File: src/design/lift_pid_ramp_controller_defines.svh
// Assertion macros used by the lift controller top level.
`ifndef LIFT_PID_RAMP_CONTROLLER_DEFINES_SVH
`define LIFT_PID_RAMP_CONTROLLER_DEFINES_SVH

`ifndef SYNTHESIS
`define LPRC_ASSERT(lbl, prop, msg) \
  lbl: assert property (@(posedge clk_i) disable iff (!rst_ni) prop) else $error(msg);
`define LPRC_ASSERT_NEVER(lbl, expr, msg) \
  lbl: assert property (@(posedge clk_i) disable iff (!rst_ni) !(expr)) else $error(msg);
`else
`define LPRC_ASSERT(lbl, prop, msg)
`define LPRC_ASSERT_NEVER(lbl, expr, msg)
`endif

`endif

File: src/design/lprc_pkg.sv
package lprc_pkg;

  // Slew rate, Q7.9 drive change per second.
  localparam logic [15:0] RAMP_RATE = 16'd1024;

  localparam int unsigned CFG_AW = 5;

  localparam logic [2:0] REG_PROP_GAIN     = 3'd0;
  localparam logic [2:0] REG_INTEG_GAIN    = 3'd1;
  localparam logic [2:0] REG_DERIV_GAIN    = 3'd2;
  localparam logic [2:0] REG_HOLD_DRIVE    = 3'd3;
  localparam logic [2:0] REG_DRIVE_LIMIT   = 3'd4;
  localparam logic [2:0] REG_TOP_HEIGHT    = 3'd5;
  localparam logic [2:0] REG_DEAD_BAND     = 3'd6;
  localparam logic [2:0] REG_BOTTOM_HEIGHT = 3'd7;

  localparam logic [1:0] MODE_HOLD  = 2'd0;
  localparam logic [1:0] MODE_REST  = 2'd1;
  localparam logic [1:0] MODE_TRACK = 2'd2;

  typedef enum logic [2:0] {
    MUL_PE,
    MUL_IE,
    MUL_IT,
    MUL_DE,
    MUL_DT,
    MUL_RS
  } mul_sel_e;

  typedef struct packed {
    logic        [15:0] prop_gain;
    logic        [15:0] integ_gain;
    logic        [15:0] deriv_gain;
    logic signed [15:0] hold_drive;
    logic        [14:0] drive_limit;
    logic signed [15:0] top_height;
    logic        [14:0] dead_band;
    logic signed [15:0] bottom_height;
  } cfg_t;

  typedef struct packed {
    mul_sel_e mul_sel;
    logic     load_in;
    logic     take_p;
    logic     take_integ;
    logic     take_d;
    logic     take_step;
    logic     calc_want;
    logic     calc_next;
    logic     load_out;
  } cmd_t;

  typedef struct packed {
    logic tracking;
  } sts_t;

endpackage

File: src/design/lprc_regs.sv
module lprc_regs
  import lprc_pkg::*;
(
  input  logic              clk_i,
  input  logic              rst_ni,
  input  logic              psel,
  input  logic              penable,
  input  logic              pwrite,
  input  logic [CFG_AW-1:0] paddr,
  input  logic [31:0]       pwdata,
  output logic [31:0]       prdata,
  output logic              pready,
  output cfg_t              cfg_o
);

  cfg_t cfg_q, cfg_d;
  logic wr_en;

  assign pready = 1'b1;
  assign wr_en  = psel & penable & pwrite;
  assign cfg_o  = cfg_q;

  always_comb begin
    cfg_d = cfg_q;
    if (wr_en) begin
      unique case (paddr[4:2])
        REG_PROP_GAIN:     cfg_d.prop_gain     = pwdata[15:0];
        REG_INTEG_GAIN:    cfg_d.integ_gain    = pwdata[15:0];
        REG_DERIV_GAIN:    cfg_d.deriv_gain    = pwdata[15:0];
        REG_HOLD_DRIVE:    cfg_d.hold_drive    = pwdata[15:0];
        REG_DRIVE_LIMIT:   cfg_d.drive_limit   = pwdata[14:0];
        REG_TOP_HEIGHT:    cfg_d.top_height    = pwdata[15:0];
        REG_DEAD_BAND:     cfg_d.dead_band     = pwdata[14:0];
        REG_BOTTOM_HEIGHT: cfg_d.bottom_height = pwdata[15:0];
        default: ;
      endcase
    end
  end

  always_comb begin
    unique case (paddr[4:2])
      REG_PROP_GAIN:     prdata = 32'(cfg_q.prop_gain);
      REG_INTEG_GAIN:    prdata = 32'(cfg_q.integ_gain);
      REG_DERIV_GAIN:    prdata = 32'(cfg_q.deriv_gain);
      REG_HOLD_DRIVE:    prdata = {16'd0, cfg_q.hold_drive};
      REG_DRIVE_LIMIT:   prdata = 32'(cfg_q.drive_limit);
      REG_TOP_HEIGHT:    prdata = {16'd0, cfg_q.top_height};
      REG_DEAD_BAND:     prdata = 32'(cfg_q.dead_band);
      REG_BOTTOM_HEIGHT: prdata = {16'd0, cfg_q.bottom_height};
      default:           prdata = '0;
    endcase
  end

  always_ff @(posedge clk_i or negedge rst_ni) begin
    if (!rst_ni) begin
      cfg_q.prop_gain     <= '0;
      cfg_q.integ_gain    <= '0;
      cfg_q.deriv_gain    <= '0;
      cfg_q.hold_drive    <= '0;
      cfg_q.drive_limit   <= 15'h7FFF;
      cfg_q.top_height    <= 16'sh7FFF;
      cfg_q.dead_band     <= '0;
      cfg_q.bottom_height <= '0;
    end else begin
      cfg_q <= cfg_d;
    end
  end

endmodule

File: src/design/lprc_ctrl.sv
module lprc_ctrl
  import lprc_pkg::*;
(
  input  logic clk_i,
  input  logic rst_ni,
  input  logic in_valid_i,
  output logic in_ready_o,
  output logic out_valid_o,
  input  logic out_ready_i,
  input  sts_t sts_i,
  output cmd_t cmd_o
);

  localparam logic [3:0] S_IDLE = 4'd0;
  localparam logic [3:0] S_MPE  = 4'd1;
  localparam logic [3:0] S_MIE  = 4'd2;
  localparam logic [3:0] S_MIT  = 4'd3;
  localparam logic [3:0] S_MDE  = 4'd4;
  localparam logic [3:0] S_MDT  = 4'd5;
  localparam logic [3:0] S_MRS  = 4'd6;
  localparam logic [3:0] S_WANT = 4'd7;
  localparam logic [3:0] S_SLEW = 4'd8;
  localparam logic [3:0] S_OUT  = 4'd9;

  logic [3:0] state_q, state_d;
  logic       out_valid_q, out_valid_d;

  assign in_ready_o  = (state_q == S_IDLE);
  assign out_valid_o = out_valid_q;

  always_comb begin
    state_d = state_q;
    cmd_o   = '0;
    cmd_o.mul_sel = MUL_PE;
    unique case (state_q)
      S_IDLE: begin
        if (in_valid_i) begin
          cmd_o.load_in = 1'b1;
          state_d = S_MPE;
        end
      end
      S_MPE: begin
        cmd_o.mul_sel = MUL_PE;
        state_d = sts_i.tracking ? S_MIE : S_MRS;
      end
      S_MIE: begin
        cmd_o.take_p  = 1'b1;
        cmd_o.mul_sel = MUL_IE;
        state_d = S_MIT;
      end
      S_MIT: begin
        cmd_o.mul_sel = MUL_IT;
        state_d = S_MDE;
      end
      S_MDE: begin
        cmd_o.take_integ = 1'b1;
        cmd_o.mul_sel    = MUL_DE;
        state_d = S_MDT;
      end
      S_MDT: begin
        cmd_o.mul_sel = MUL_DT;
        state_d = S_MRS;
      end
      S_MRS: begin
        cmd_o.take_d  = 1'b1;
        cmd_o.mul_sel = MUL_RS;
        state_d = S_WANT;
      end
      S_WANT: begin
        cmd_o.take_step = 1'b1;
        cmd_o.calc_want = 1'b1;
        state_d = S_SLEW;
      end
      S_SLEW: begin
        cmd_o.calc_next = 1'b1;
        state_d = S_OUT;
      end
      S_OUT: begin
        if (!out_valid_q || out_ready_i) begin
          cmd_o.load_out = 1'b1;
          state_d = S_IDLE;
        end
      end
      default: state_d = S_IDLE;
    endcase
  end

  always_comb begin
    out_valid_d = out_valid_q;
    if (cmd_o.load_out) begin
      out_valid_d = 1'b1;
    end else if (out_ready_i) begin
      out_valid_d = 1'b0;
    end
  end

  always_ff @(posedge clk_i or negedge rst_ni) begin
    if (!rst_ni) begin
      state_q     <= S_IDLE;
      out_valid_q <= 1'b0;
    end else begin
      state_q     <= state_d;
      out_valid_q <= out_valid_d;
    end
  end

endmodule

File: src/design/lprc_dp.sv
module lprc_dp
  import lprc_pkg::*;
(
  input  logic               clk_i,
  input  logic               rst_ni,
  input  cfg_t               cfg_i,
  input  cmd_t               cmd_i,
  output sts_t               sts_o,
  input  logic signed [15:0] target_height_i,
  input  logic signed [15:0] measured_height_i,
  input  logic        [15:0] tick_time_i,
  output logic signed [15:0] motor_drive_o,
  output logic        [1:0]  loop_mode_o,
  output logic               top_clamped_o
);

  logic signed [15:0] tgt_q, meas_q;
  logic        [15:0] dt_q;

  logic signed [31:0] integ_q, integ_d;
  logic signed [16:0] last_err_q;
  logic signed [15:0] present_q;

  logic signed [53:0] prod_q;
  logic signed [31:0] p_q;
  logic signed [34:0] d_q;
  logic        [22:0] step_q;
  logic signed [15:0] want_q, want_d;
  logic signed [24:0] next_q, next_d;

  logic signed [15:0] drive_q;
  logic        [1:0]  mode_q;
  logic               clamped_q;

  logic signed [16:0] err;
  logic        [16:0] aerr;
  logic signed [17:0] de;
  logic        [1:0]  mode;
  logic signed [35:0] mul_a;
  logic signed [17:0] mul_b;
  logic signed [53:0] mul;
  logic signed [45:0] inc;
  logic signed [46:0] isum;
  logic signed [22:0] integ_sh;
  logic signed [36:0] psum;
  logic signed [16:0] diff;
  logic        [16:0] adiff;
  logic signed [24:0] lim_s;
  logic signed [15:0] drive;
  logic               cut;

  assign err  = 17'(tgt_q) - 17'(meas_q);
  assign aerr = err[16] ? 17'(-err) : 17'(err);
  assign de   = 18'(err) - 18'(last_err_q);

  always_comb begin
    if ((aerr < 17'(cfg_i.dead_band)) && (meas_q > cfg_i.bottom_height)) begin
      mode = MODE_HOLD;
    end else if ((tgt_q < cfg_i.bottom_height) && (meas_q < cfg_i.bottom_height)) begin
      mode = MODE_REST;
    end else begin
      mode = MODE_TRACK;
    end
  end

  assign sts_o.tracking = (mode == MODE_TRACK);

  always_comb begin
    case (cmd_i.mul_sel)
      MUL_PE: begin
        mul_a = 36'(err);
        mul_b = 18'(cfg_i.prop_gain);
      end
      MUL_IE: begin
        mul_a = 36'(err);
        mul_b = 18'(cfg_i.integ_gain);
      end
      MUL_IT: begin
        mul_a = prod_q[35:0];
        mul_b = 18'(dt_q);
      end
      MUL_DE: begin
        mul_a = 36'(de);
        mul_b = 18'(cfg_i.deriv_gain);
      end
      MUL_DT: begin
        mul_a = prod_q[35:0];
        mul_b = 18'(dt_q);
      end
      MUL_RS: begin
        mul_a = 36'(dt_q);
        mul_b = 18'(RAMP_RATE);
      end
      default: begin
        mul_a = '0;
        mul_b = '0;
      end
    endcase
  end

  assign mul = mul_a * mul_b;

  assign inc  = prod_q[53:8];
  assign isum = 47'(integ_q) + 47'(inc);

  always_comb begin
    if (isum[46:31] == {16{isum[46]}}) begin
      integ_d = isum[31:0];
    end else if (isum[46]) begin
      integ_d = 32'sh8000_0000;
    end else begin
      integ_d = 32'sh7FFF_FFFF;
    end
  end

  assign integ_sh = integ_q[31:9];
  assign psum     = 37'(p_q) + 37'(integ_sh) + 37'(d_q) + 37'(cfg_i.hold_drive);

  always_comb begin
    if (mode == MODE_HOLD) begin
      want_d = cfg_i.hold_drive;
    end else if (mode == MODE_REST) begin
      want_d = '0;
    end else if (psum[36:15] == {22{psum[36]}}) begin
      want_d = psum[15:0];
    end else if (psum[36]) begin
      want_d = 16'sh8000;
    end else begin
      want_d = 16'sh7FFF;
    end
  end

  assign diff  = 17'(want_q) - 17'(present_q);
  assign adiff = diff[16] ? 17'(-diff) : 17'(diff);

  always_comb begin
    if (23'(adiff) < step_q) begin
      next_d = 25'(want_q);
    end else if (diff > 17'sd0) begin
      next_d = 25'(present_q) + 25'(step_q);
    end else if (diff < 17'sd0) begin
      next_d = 25'(present_q) - 25'(step_q);
    end else begin
      next_d = 25'(present_q);
    end
  end

  assign lim_s = 25'(cfg_i.drive_limit);
  assign cut   = (meas_q > cfg_i.top_height) && (next_q > 25'(cfg_i.hold_drive));

  always_comb begin
    if (cut) begin
      drive = cfg_i.hold_drive;
    end else if (next_q > lim_s) begin
      drive = 16'(lim_s);
    end else if (next_q < -lim_s) begin
      drive = 16'(-lim_s);
    end else begin
      drive = next_q[15:0];
    end
  end

  always_ff @(posedge clk_i) begin
    if (cmd_i.load_in) begin
      tgt_q  <= target_height_i;
      meas_q <= measured_height_i;
      dt_q   <= tick_time_i;
    end
    prod_q <= mul;
    if (cmd_i.take_p) begin
      p_q <= prod_q[32:1];
    end
    if (cmd_i.take_d) begin
      d_q <= prod_q[51:17];
    end
    if (cmd_i.take_step) begin
      step_q <= prod_q[31:9];
    end
    if (cmd_i.calc_want) begin
      want_q <= want_d;
    end
    if (cmd_i.calc_next) begin
      next_q <= next_d;
    end
    if (cmd_i.load_out) begin
      drive_q   <= drive;
      mode_q    <= mode;
      clamped_q <= cut;
    end
  end

  always_ff @(posedge clk_i or negedge rst_ni) begin
    if (!rst_ni) begin
      integ_q    <= '0;
      last_err_q <= '0;
      present_q  <= '0;
    end else begin
      if (cmd_i.take_integ) begin
        integ_q <= integ_d;
      end
      if (cmd_i.calc_want && (mode == MODE_TRACK)) begin
        last_err_q <= err;
      end
      if (cmd_i.load_out) begin
        present_q <= drive;
      end
    end
  end

  assign motor_drive_o = drive_q;
  assign loop_mode_o   = mode_q;
  assign top_clamped_o = clamped_q;

endmodule

File: src/design/lift_pid_ramp_controller.sv
// Lift height controller with PID, gravity feed-forward and a slew-limited drive. Each input
// beat carries one control tick; one output beat with the drive and loop mode follows it.
// In PID tracking mode a tick also passes through the integral and derivative products; a tick
// in hold or rest mode skips them. No new tick is accepted until the current one is done, as
// all products go in sequence through one shared 36 x 18 bit multiplier with a register after
// it. A finished result sits in an output register, so the next tick is accepted while it
// waits; a tick that finishes while the previous result is still untaken waits for it to drain.
`include "lift_pid_ramp_controller_defines.svh"

module lift_pid_ramp_controller
  import lprc_pkg::*;
(
  input  logic              clk_i,
  input  logic              rst_ni,
  input  logic              s_axis_tvalid,
  output logic              s_axis_tready,
  input  logic [47:0]       s_axis_tdata,  // target_height, measured_height, tick_time
  output logic              m_axis_tvalid,
  input  logic              m_axis_tready,
  output logic [23:0]       m_axis_tdata,  // motor_drive, loop_mode, top_clamped, zero fill
  input  logic              psel,
  input  logic              penable,
  input  logic              pwrite,
  input  logic [CFG_AW-1:0] paddr,
  input  logic [31:0]       pwdata,
  output logic [31:0]       prdata,
  output logic              pready
);

  cfg_t               cfg;
  cmd_t               cmd;
  sts_t               sts;
  logic signed [15:0] motor_drive;
  logic        [1:0]  loop_mode;
  logic               top_clamped;
  logic signed [16:0] out_drive_s;
  logic signed [16:0] lim_s;

  lprc_regs u_regs (
    .clk_i   (clk_i),
    .rst_ni  (rst_ni),
    .psel    (psel),
    .penable (penable),
    .pwrite  (pwrite),
    .paddr   (paddr),
    .pwdata  (pwdata),
    .prdata  (prdata),
    .pready  (pready),
    .cfg_o   (cfg)
  );

  lprc_ctrl u_ctrl (
    .clk_i       (clk_i),
    .rst_ni      (rst_ni),
    .in_valid_i  (s_axis_tvalid),
    .in_ready_o  (s_axis_tready),
    .out_valid_o (m_axis_tvalid),
    .out_ready_i (m_axis_tready),
    .sts_i       (sts),
    .cmd_o       (cmd)
  );

  lprc_dp u_dp (
    .clk_i             (clk_i),
    .rst_ni            (rst_ni),
    .cfg_i             (cfg),
    .cmd_i             (cmd),
    .sts_o             (sts),
    .target_height_i   (s_axis_tdata[15:0]),
    .measured_height_i (s_axis_tdata[31:16]),
    .tick_time_i       (s_axis_tdata[47:32]),
    .motor_drive_o     (motor_drive),
    .loop_mode_o       (loop_mode),
    .top_clamped_o     (top_clamped)
  );

  assign m_axis_tdata = {5'd0, top_clamped, loop_mode, motor_drive};

  assign out_drive_s = 17'(motor_drive);
  assign lim_s       = 17'(cfg.drive_limit);

  `LPRC_ASSERT(a_busy_after_accept, s_axis_tvalid && s_axis_tready |=> !s_axis_tready, "Controller took a second tick while busy.")
  `LPRC_ASSERT(a_top_cut_is_hold, m_axis_tvalid && top_clamped |-> motor_drive == cfg.hold_drive, "Top cut drive differs from feed-forward.")
  `LPRC_ASSERT_NEVER(a_drive_in_limit, m_axis_tvalid && !top_clamped && (out_drive_s > lim_s || out_drive_s < -lim_s), "Drive exceeds the limit.")

endmodule
File: config.mk
export PLATFORM = sky130hd
export DESIGN_NAME = lift_pid_ramp_controller
export DESIGN_NICKNAME = d
export VERILOG_FILES = /design/src/design/lprc_pkg.sv /design/src/design/lprc_regs.sv /design/src/design/lprc_ctrl.sv /design/src/design/lprc_dp.sv /design/src/design/lift_pid_ramp_controller.sv
export VERILOG_INCLUDE_DIRS = /design/src /design/src/design
export SDC_FILE = /design/constraint.sdc
export NUM_CORES = 2
export LEC_CHECK = 0
export BUFFER_PORTS_ARGS = -buffer_cell sky130_fd_sc_hd__buf_2
export CAP_MARGIN = 15
export CORE_UTILIZATION = 40
export CTS_BUF_LIST = sky130_fd_sc_hd__clkbuf_4 sky130_fd_sc_hd__clkbuf_8
export DETAILED_ROUTE_END_ITERATION = 16
export HOLD_SLACK_MARGIN = 0.06
export PLACE_DENSITY = 0.53
export SLEW_MARGIN = 30
export SYNTH_ARGS = -nofsm -noshare
export SYNTH_HDL_FRONTEND = slang
export SYNTH_SLANG_ARGS = --single-unit
File: constraint.sdc
create_clock -name clk_i -period 28.2 [get_ports clk_i]
set_input_delay 5.64 -clock clk_i [delete_from_list [all_inputs] [get_ports clk_i]]
set_output_delay 5.64 -clock clk_i [all_outputs]
set_load 0.01 [all_outputs]
=== After elaboration in Yosys (flattened, before gate mapping) ===
Cells that the tools add are included.

* Flip-flop bits (word level): 447
* Bits of input ports: 92
* Logic and storage cells: 135

* Add/subtract/negate cells: 12
* $mul: 1
* Magnitude comparators: 11
* Eq/ne operators: 27
* Mux-type cells: 35
* Bitwise gates (word level): 2
* Reductions and logical operators: 22

{| class="wikitable"
|+ Operators by type and width
! kind !! number
|-
| case mux 32 bit (8 select lines) || 1
|-
| case mux 36 bit (4 select lines) || 1
|-
| two-way mux 16 bit || 7
|-
| case mux 16 bit (5 select lines) || 1
|-
| two-way mux 25 bit || 3
|-
| two-way mux 32 bit || 2
|-
| multiplier 36 x 17 -> 53 bit || 1
|-
| > comparator 25 x 16 -> 1 bit || 2
|-
| adder 32 x 45 -> 46 bit || 1
|-
| case mux 4 bit (10 select lines) || 1
|-
| adder 37 x 16 -> 37 bit || 1
|-
| adder 33 x 35 -> 36 bit || 1
|-
| two-way mux 17 bit || 2
|-
| negator 17 bit || 2
|-
| subtractor 16 x 16 -> 17 bit || 2
|-
| adder 32 x 23 -> 33 bit || 1
|-
| > comparator 16 bit || 2
|-
| less-than comparator 16 bit || 2
|-
| adder 16 x 24 -> 25 bit || 1
|-
| less-than comparator 25 bit || 1
|-
| negator 15 -> 25 bit || 1
|-
| subtractor 16 x 24 -> 25 bit || 1
|-
| less-than comparator 17 x 23 -> 1 bit || 1
|-
| equality test 21 bit || 1
|-
| 31 further kinds || 71
|}

=== Depth between registers and ports, before layout ===
* Depth in word-level cells: 9
* Depth in mapped cells: 45
* Mapped depth without buffers: 43

=== Hierarchy ===
From an unflattened synthesis, not the netlist that was laid out.

* Cell total of the unflattened synthesis: 5733
* Area total of the unflattened synthesis: 53304.9 µm²

{| class="wikitable"
|+ Modules (own cells, without submodules)
! module !! times used !! cells an instance !! area an instance (µm²)
|-
| lprc_dp || 1 || 5248 || 46880.0
|-
| lprc_regs || 1 || 433 || 6003.3
|-
| lprc_ctrl || 1 || 45 || 372.9
|-
| lift_pid_ramp_controller || 1 || 7 || 48.8
|}

=== Worst setup path before layout ===
OpenSTA, ideal clock, no wires.

* Kind: input -> output
* From: input port paddr[3]
* To: output port prdata[7]
* Data arrival time: 7.220 ns
* Slack: 15.340 ns
* Cell stages on the path: 7
* Buffers on the path: 3
* Cells stage by stage: clkbuf_1 clkbuf_1 buf_1 mux2i_1 o22ai_1 a221oi_1 nor2_1

* Word-level cells in the longest chain between the ends: 2
* Elaborated cells between the ends (all ways): 9

{| class="wikitable"
|+ Ends and longest elaborated chain
! what !! line !! source
|-
| start, declared || lift_pid_ramp_controller.sv:24 || <nowiki>input logic [CFG_AW-1:0] paddr,</nowiki>
|-
| equality test 3 bit, or another cell as far along || lprc_regs.sv:41 || <nowiki>unique case (paddr[4:2])</nowiki>
|-
| case mux 32 bit (8 select lines) (*) || lprc_regs.sv:41 ||
|-
| end, declared || lift_pid_ramp_controller.sv:26 || <nowiki>output logic [31:0] prdata,</nowiki>
|}

Every way passes the cells marked *; elsewhere a longest branch is shown, timed or not. The select of a mux whose other input is x is not followed.

=== Worst setup path in the final report ===
* From: input port paddr[3]
* To: output port prdata[10]

The elaborated chain is that of the path after synthesis.

==> impl_results.md <==
- DR pass1 iterations: 6
- Grt total ovfl: 0
- Worst-path clk slew: approximately 60 ps
- Crit end category: output pin
- Worst hold start: u_dp.prod_q[40]
- Worst reg2reg path depth: 38
- Setup TNS Final: 0 ps
- Slew @ Worst Pin: approximately 1000 ps
- Largest net degree at the start of global routing: 80
- DR WL/cell: 22.4 um
- Nets: a little over 7000
- Hold endpoint: u_dp.d_q[23]
- Final slew viol count: 0
- Initial Util: 40.3%
- WS Path Type: in2out
- Period minus WS final: between 10000 and 15000 ps
- Synth warn: 0
- Post-CTS resize count: 0
- Total I/O pin count: around 150
- FF-to-FF setup slack: 15540 ps
- Via Count: between 40000 and 50000
- Gpl congestion: approximately 0.96
- Post-synth ARST share: 43.8%
- Max-cap violations: 0
- # DRC: 0
- First-pass GRT wire length: around 270000 um
- Hold_buf cts: 0
- Worst Hold Class: reg2reg
- Setup ws final: around 14000 ps
- Most frequent cells in the layout: inv_1 (904), nand2_1 (662), fa_1 (588), ha_1 (481), nor2_1 (441)
- CTS tree: built
- Share of the yosys chip area belonging to registers: between 20 and 25%
- Synthesized area per cell: 8.97 um^2
- Die width: ~370 um
- H-tree Lvls: 3
- Starting DRT DRC Count: roughly 3600
- Final setup viols: 0
- Row cnt: 134
- RSZ-0062 raised after global routing: no
- Most common cell after layout, fill and taps aside: inv_1
- Clock Latency Late Sink: about 740 ps
- DPL Wire Length: around 140000 um
- Final Util: between 40% and 50%
- Clk sinks: between 400 and 500
- FILL cells: around 13000
- RR Startpoint: u_dp.meas_q[0]
- Hold-critical path depth: 0
- Type of origin of the critical path: input pin
- Number of global-route vias before repair: 43800
- Place WS: ~14000 ps
- Req. time, crit path: about 23000 ps
- Post-detailed-route count of antenna-violating nets: 0
- Reg-to-reg endpoint: u_dp.prod_q[51]
- Postcts setup bufs: 0
- Core Area: ~130000 um^2
- Average vias per placed instance: between 5 and 6
- Placed cells: between 7000 and 8000
- Arr. time, crit path: about 8300 ps
- Post-synth EDFFs: ~200
- Final Cycle Share: 49.3%
- Area Growth Syn to Fin: 8.01%
- Final Skew: ~76 ps
- Synthesized instance count: approximately 6000
- Mapped Area: about 54000 um^2
- Slew margin rel.: 30.1%
- Cts bufs inserted: between 80 and 90
- CTS Root Cell: clkbuf_8
- Max FO, Critical Path: 51
- Share of cells above drive strength 1: under 10%
- Clock buffer depth: 3
- Synthesis-stage register bit count: about 450
- Number of hold violations in the final report: 0
- Die H: between 300 and 400 um
- Initial antenna violation count: 9
- Yosys cell types: 97
- Gr usage total: 26.1%
- FMAX: slightly above 70 MHz
- Port buffer count: 110
- Die area: between 100000 and 150000 um^2
- Drt total wl: about 180000 um
- Post-synth top flop: edfxtp_1
- Outcome: complete, no violations
- Fin cells: ~8000
[critical path: stages]
cell	delay, ps
buf_2	80
buf_4	580
inv_1	440
nand2_1	750
nor2_1	100
nor2_1	410
buf_2	220
[cells by family after synthesis]
family	synth area share, %
and+or+nand+nor	13.9
AOI/OAI and AO/OA	16.1
buffers and inverters	8.24
adders and majority gates	33.1
DFF	22.2
xor gates and xnor gates	3.83
muxes	2.52
other	0.0140
[through the flow]
stage / cell area (um^2) / hold WS, ps
2_1_floorplan: 53800 / 407
3_3_place_gp: 56300 / 464
3_5_place_dp: 56300 / 450
4_1_cts: 58000 / 466
5_1_grt: 58000 / 481
6_report: 58000 / 466
[cells in the mapped netlist, drive strengths merged (21+ instances only)]
master	count	share of area [%]
mux2i	32	0.60
or3	30	0.35
xor2	50	0.82
and2	56	0.65
o211ai	32	0.45
o21ai	295	2.8
nand3	77	0.73
nand2	669	4.7
inv	904	6.3
dfstp	30	1.5
buf	36	0.43
nand2b	52	0.61
nor2b	48	0.56
clkbuf	212	1.5
dfrtp	166	7.7
a221oi	21	0.34
a21oi	308	2.9
o22ai	25	0.29
and3	58	0.68
xnor2	185	3.0
mux2	80	1.7
a22oi	21	0.29
o21bai	36	0.50
a221o	23	0.46
a21o	134	1.9
o21a	70	0.98
nor3	93	0.87
fa	588	22
edfxtp	198	11
a211oi	35	0.49
nor2	448	3.1
dfxtp	53	2.0
ha	481	11
a211o	36	0.59
a31oi	70	0.82
a21boi	21	0.29
nand4	43	0.50
o31ai	27	0.38
[worst max-delay path by stage]
stage | startpoint | end | slack [ps] | cells after the start
2_1_floorplan | paddr[3] | prdata[7] | 15340 | 7
3_3_place_gp | paddr[3] | prdata[10] | 14420 | 7
3_5_place_dp | paddr[3] | prdata[10] | 14360 | 7
4_1_cts | paddr[3] | prdata[10] | 14360 | 7
5_1_grt | paddr[3] | prdata[10] | 14220 | 7
6_report | paddr[3] | prdata[10] | 14290 | 7
[layout make-up]
type | count | area [um^2] | area share (%)
Multi-Input combinational cell | 4408 | 37600 | 64.8
Antenna cell | 2 | 5.00 | 0.00862
Clock inverter | 44 | 367 | 0.632
Tap cell | 1768 | 2210 | 3.81
Timing Repair Buffer | 190 | 1160 | 2.01
Inverter | 905 | 3400 | 5.85
Clock buffer | 104 | 1320 | 2.27
Sequential cell | 447 | 11900 | 20.6
[flip-flops by register name (all words and copies together), names as in the netlist]
register / count
u_regs.cfg_o: 126
u_dp.prod_q: 53
u_dp.d_q: 35
u_dp.integ_q: 32
u_dp.p_q: 32
u_dp.next_q: 25
u_dp.step_q: 23
u_dp.last_err_q: 17
u_dp.dt_q: 16
u_dp.meas_q: 16
u_dp.motor_drive_o: 16
u_dp.present_q: 16
u_dp.tgt_q: 16
u_dp.want_q: 16
u_ctrl.state_q: 4
u_dp.loop_mode_o: 2
u_ctrl.out_valid_o: 1
u_dp.top_clamped_o: 1
[metal layers]
| metal | track usage (%) | share of wire (%) | vias to the layer above |
|---|---|---|---|
| met5 | 0 | 0 | - |
| met2 | 41.2 | 45 | 1423 |
| met4 | 7.48 | 2.9 | 0 |
| met1 | 37.3 | 46 | 21900 |
| li1 | - | - | 20200 |
| met3 | 3.14 | 6.7 | 223 |
Power is not shown: default switching activity piles up to over one toggle a cycle in this logic, so the estimate is an artifact.
